## config.mk

```make
export PLATFORM = sky130hd
export DESIGN_NAME = rps_front
export DESIGN_NICKNAME = d
export VERILOG_FILES = /design/src/hw/rtl/rps_pkg.sv /design/src/hw/rtl/rps_front.sv
export SDC_FILE = /design/constraint.sdc
export NUM_CORES = 1
export LEC_CHECK = 0
export BUFFER_PORTS_ARGS = -buffer_cell sky130_fd_sc_hd__buf_2
export CORE_MARGIN = 2
export CORE_UTILIZATION = 40
export CTS_CLUSTER_DIAMETER = 100
export DETAILED_ROUTE_END_ITERATION = 7
export GPL_ROUTABILITY_DRIVEN = 0
export GPL_TIMING_DRIVEN = 0
export PLACE_DENSITY = 0.76
export SYNTH_ARGS = -nofsm -noshare
export SYNTH_HDL_FRONTEND = slang
export SYNTH_SLANG_ARGS = --single-unit
```

## constraint.sdc

```tcl
create_clock -name clk -period 3.85 [get_ports clk]
set_input_delay 0.1925 -clock clk [delete_from_list [all_inputs] [get_ports clk]]
set_output_delay 0.1925 -clock clk [all_outputs]
set_load 0.1 [all_outputs]
```

## src/hw/rtl/rps_pkg.sv

```systemverilog
package rps_pkg;

  localparam int PIXEL_BITS    = 16;
  localparam int COUNT_BITS    = 32;
  localparam int HIST_BINS     = 256;
  localparam int BIN_BITS      = $clog2(HIST_BINS);
  localparam int DIV_STEP_BITS = $clog2(BIN_BITS);
  localparam int SUM_BITS      = 48;
  localparam int SQ_BITS       = 64;
  localparam int CFG_BITS      = 16;
  localparam int SPAN_BITS     = CFG_BITS + 1;

  localparam logic [1:0] ACT_ACCUM = 2'd0;
  localparam logic [1:0] ACT_READ  = 2'd1;
  localparam logic [1:0] ACT_CLEAR = 2'd2;
  localparam logic [1:0] ACT_SPARE = 2'd3;

  localparam logic REG_SAT_LEVEL  = 1'b0;
  localparam logic REG_DARK_LEVEL = 1'b1;

  localparam logic [CFG_BITS-1:0] SAT_LEVEL_RESET  = 16'd4095;
  localparam logic [CFG_BITS-1:0] DARK_LEVEL_RESET = 16'd0;

  typedef enum logic [1:0] {
    OP_ACCUM,
    OP_READ,
    OP_CLEAR
  } op_t;

  typedef enum logic [2:0] {
    ST_IDLE,
    ST_DIV,
    ST_BUMP,
    ST_SEL,
    ST_FETCH,
    ST_EMIT
  } state_t;

  typedef struct packed {
    logic [1:0]  action;
    logic [15:0] pixel;
    logic [7:0]  bin_index;
  } req_t;

  typedef struct packed {
    op_t                   op;
    logic [PIXEL_BITS-1:0] pixel;
    logic [BIN_BITS-1:0]   bin_index;
  } cmd_t;

  typedef struct packed {
    logic [31:0] pixel_count;
    logic [15:0] minimum;
    logic [15:0] maximum;
    logic [47:0] pixel_sum;
    logic [63:0] square_sum;
    logic [31:0] sat_count;
    logic [31:0] dark_count;
    logic [31:0] bin_count;
  } res_t;

endpackage

```

## src/hw/rtl/rps_front.sv

```systemverilog
module rps_front (
  input  logic          clk,
  input  logic          rst,
  input  logic          push,
  input  rps_pkg::req_t req,
  output logic          full,
  output logic          q_valid,
  output rps_pkg::cmd_t q_cmd,
  input  logic          q_pop
);
  import rps_pkg::*;

  cmd_t       slots [2];
  logic       wptr;
  logic       rptr;
  logic [1:0] fill;
  cmd_t       cmd_in;
  logic       wr;

  always_comb begin
    cmd_in.pixel     = req.pixel[PIXEL_BITS-1:0];
    cmd_in.bin_index = req.bin_index[BIN_BITS-1:0];
    case (req.action)
      ACT_ACCUM: cmd_in.op = OP_ACCUM;
      ACT_CLEAR: cmd_in.op = OP_CLEAR;
      default:   cmd_in.op = OP_READ;
    endcase
  end

  assign full    = (fill == 2'd2);
  assign wr      = push && !full;
  assign q_valid = (fill != 2'd0);
  assign q_cmd   = slots[rptr];

  always_ff @(posedge clk) begin
    if (wr) begin
      slots[wptr] <= cmd_in;
    end
  end

  always_ff @(posedge clk) begin
    if (rst) begin
      wptr <= 1'b0;
      rptr <= 1'b0;
      fill <= 2'd0;
    end else begin
      if (wr) begin
        wptr <= ~wptr;
      end
      if (q_pop) begin
        rptr <= ~rptr;
      end
      fill <= fill + {1'b0, wr} - {1'b0, q_pop};
    end
  end

endmodule

```

Yosys cells after proc, flatten, opt, wreduce, memory -nomap -nowiden --
Memory sizes are Yosys's and may differ from the RTL's. A register that Yosys moved wholly into a read port is not among the register bits. Index checks and enable logic that the tools add are counted.
Storage, ports and cells: input bits 30, bits in latches 0, word-level logic and storage cells 19, memories kept 1, flip-flop bits (word level) 4, bits in writable memories 52, bits in read-only memories 0
Cells by class: $add $sub $neg 2, $mul 0, multiplexer cells 5, eq/ne operators 2, div/mod/pow operators 0, reductions and logical operators 4, bitwise gates (word level) 2, shift operators 0, order comparisons 0
Memories:
- slots | depth 2, width 26, read ports 1, clocked after memory_dff 1, write ports 1, RTL line rps_front.sv:13 | cmd_t slots [2];
Operators with widths (count):
- 2-bit equality test, second input constant | 2
- 1-bit 2-to-1 mux | 4
- 2-bit case mux with 2 select lines | 1
- 2-bit by 1-bit adder with 2-bit output | 1
- 2-bit zero test | 1
- 1-bit inverter | 2
- 2-bit nonzero test | 1
- 2-bit by 1-bit subtractor with 2-bit output | 1
- 1-bit logical AND | 1
- 1-bit zero test | 1

Longest topological paths before layout --
depth after elaboration 5, depth in mapped cells 8, gate-level depth less buffers 8

Least setup slack after synthesis --
No wires, ideal clock.
path kind reg-to-reg, start point reg fill[0], end point mem slots[0][0] in the netlist's numbering (enable), arrival 1.563 ns, path slack 1.907 ns, clock period less this slack 1.943 ns, setup time 0.381 ns, stages on the path, launching flop included 5, path buffers 0, path through dfxtp_1 -> nand2b_2 -> inv_2 -> or3_1 -> inv_1
On the way: cells in the longest elaborated chain, start to end 5
Ends and longest elaborated chain:
- from (decl) | RTL line rps_front.sv:16 | logic [1:0] fill;
- from (signal assigned) | RTL line rps_front.sv:53 | fill <= fill + {1'b0, wr} - {1'b0, q_pop};
- 2-bit equality test | RTL line rps_front.sv:30 | assign full = (fill == 2'd2);
- via full | RTL line rps_front.sv:6 | output logic full,
- 1-bit zero test | RTL line rps_front.sv:31 | assign wr = push && !full;
- 1-bit logical AND | RTL line rps_front.sv:31
- 1-bit 2-to-1 mux | RTL line rps_front.sv:36 | if (wr) begin
- 1-bit 2-to-1 mux (implied by the code) | RTL line rps_front.sv:37 | slots[wptr] <= cmd_in;
- to (decl) | RTL line rps_front.sv:13
The timed path passes the listed nets, and every way through them passes these cells.

Worst setup path in the final report --
start point reg fill[0], end point mem slots[0][14] in the netlist's numbering (enable)
On the way: cells in the longest elaborated chain, start to end 5
Ends and longest elaborated chain (RTL line):
- 2-bit equality test | rps_front.sv:30
- 1-bit zero test | rps_front.sv:31
- 1-bit logical AND | rps_front.sv:31
- 1-bit 2-to-1 mux | rps_front.sv:36
- 1-bit 2-to-1 mux (implied by the code) | rps_front.sv:37
No other way between the ends.

==> metrics.yaml <==
yosysWarningCount: 0
fin_nets: 208
routed-via-count: 1121
stdcell_count: 251
arrival_ns: 1.96
die_w_um: 76.77
period_needed_ns: 2.021
via_per_inst: 4.466
peakVddDrop_v: 0.0003623
ys_types: 20
yosys.area.top_type: "edfxtp_1"
async_flop_share_pct: 0
rr_startpoint: "fill[0]"
grt_max_degree: 27
powerDensity_mw_per_mm2: 732.0
worst_slew_pin_slew_ns: 1.058
core_sq_mm: 0.005107
hpwl_um: 2134
grt_pass1_wl_um: 5230
synthesis.nets: 140
wl_met2_um: 1519
diodes: 0
grt_pass1_vias: 1127
drt_iter0_drc: 62
wl_met1_um: 1472
ys_ff_latch: 57
grtUsageTotal_pct: 12.04
synth_area_leaders: "edfxtp_1, mux2_2, dfxtp_1, ha_1, buf_6"
wl_met3_um: 268
cp-startpoint: "fill[0]"
clockBufferDepth: 2
dp_cells: 235
hold_class: "in2reg"
start_kind: "flop"
finClkSkew_ns: 0.007595
drv_cap: 0
cp_data_required_time_ns: 3.79
grt-ovfl-total: 0
syn-mean-instance-area_sq_um: 19.61
cts_tree: "done"
clkLatencyLatePin_ns: 0.32
wl_per_cell_um: 13.27
holdBufCountCts: 0
cp-end-kind: "flop"
seq_area_frac_synth_pct: 78.44
top_layer: "met4"
synth_edf_count: 52
post-place-ws_ns: 1.779
clock-root-buffer: "clkbuf_8"
critPathSlowestCell: "inv_1"
setup_viol: 0
whs_ns: 0.05256
drc: 0
htreeDepth: 3
clk_pin_slew_worst_paths_ns: 0.06
fmax_mhz: 494.7
dieArea_sq_mm: 0.005894
slew_headroom_pct: 29.36
drive_gt1_share_pct: 57.46
clock-sinks: 57
setup_ws_ns: 1.829
portBuffers: 57
rsz0062_at_grt: "false"
synth_top_area_share_pct: 73.72
fill_cells: 448
slew_violations: 0
synth_area_sq_mm: 0.002118
die_height_um: 76.77
dr.pass1.iters: 4
drtAntennaViolNets: 0
fin_crit_sh_pct: 52.50
path_class: "reg2reg"
multi_input_area_sq_um: 410.4
synth_cells: 108
start_util_pct: 41.47
post_cts.repair.setup_buffers: 0
cts_buffers: 9
critPathMaxStageDelay_ns: 0.78
ios: 58
ctsResizeCount: 0
setup_tns_ns: 0
r2r_slack_ns: 1.83
cp_max_fo: 26
path_cells: "nand2b_2, inv_2, or3_1, inv_1"
antenna_found_initial: 0
hold_viol_final: 0
status: "completed"
register_area_sq_mm: 0.001662
p_total_mw: 1.951
min_from: "req[3]"
area_growth_pct: 25.81
synth_flop_cell: "edfxtp_1"
leakagePower_nw: 1.042
routed_wl_um: 3331
critPathBufInv: 2
synth_common_cells: "edfxtp_1, mux2_2, dfxtp_1"
row_count: 26
cp_top_family: "buffers and inverters"
synth.most_common_cell: "edfxtp_1"
## cells in the final DEF, fill, tap and decap left out, drive strengths merged
master,count
xnor2,2
nand2b,1
and3,1
mux2,26
inv,4
dfxtp,5
a21oi,1
clkbuf,14
edfxtp,52
ha,2
nand2,1
xor2,1
buf,60
o21ai,1
nor2,3
clkinv,3
or2,1
or3,1
nor2b,2
## per-stage QoR
stage	cell area, sq um	utilization (%)
after CTS	2665	52.18
after global placement	2491	48.78
after global routing	2665	52.18
after floorplan	2118	-
after detailed placement	2491	48.78
final	2665	52.18
## metal layers
layer / global-route usage [%] / up-vias
li1: - / 542
met1: 14.32 / 527
met2: 17.89 / 44
met3: 5.882 / 8
met4: 6.545 / 0
met5: 0 / -
## power by group
group / switching, mW / internal (mW)
clock: 0.210 / 0.265
sequential: 0.0215 / 0.777
combinational: 0.553 / 0.124
total: 0.784 / 1.17
## flip-flops by register name (all words and copies together), names as in the netlist, named ones only
signal,count
wptr,1
slots,52
rptr,1
fill,2
## worst reg2reg max path: stages, from the launching register on
cell and delay, ns:
dfxtp_1 0.34, nand2b_2 0.14, inv_2 0.04, or3_1 0.32
inv_1 0.78
## path summary, 6_finish.rpt
check	end	cells past startpoint
worst min-delay path	slots[1][3]	1
worst min register to register	wptr	2
worst max-delay path	slots[0][14]	4
worst max register to register	slots[0][14]	4
## area by class of cell
class | instances | share of cell area, %
plain buffers | 4 | 1.174
clock buffers | 13 | 5.962
clock inverters | 3 | 0.5634
inverters | 4 | 0.5634
multi-input cells | 43 | 15.40
flip-flops and latches | 57 | 62.35
well taps | 70 | 3.286
repair buffers | 57 | 10.70
## cell families after synthesis
logic type / Yosys count / synth area share [%]
buffers and inverters: 8 / 2.185
XOR/XNOR: 3 / 1.241
AO/OA/AOI/OAI: 2 / 0.4721
flip-flops: 57 / 78.44
AND/OR/NAND/NOR: 10 / 2.658
multiplexers: 26 / 13.82
adder cells (fa/ha/maj): 2 / 1.181
No activity file was read; power rests on OpenSTA's default activity.
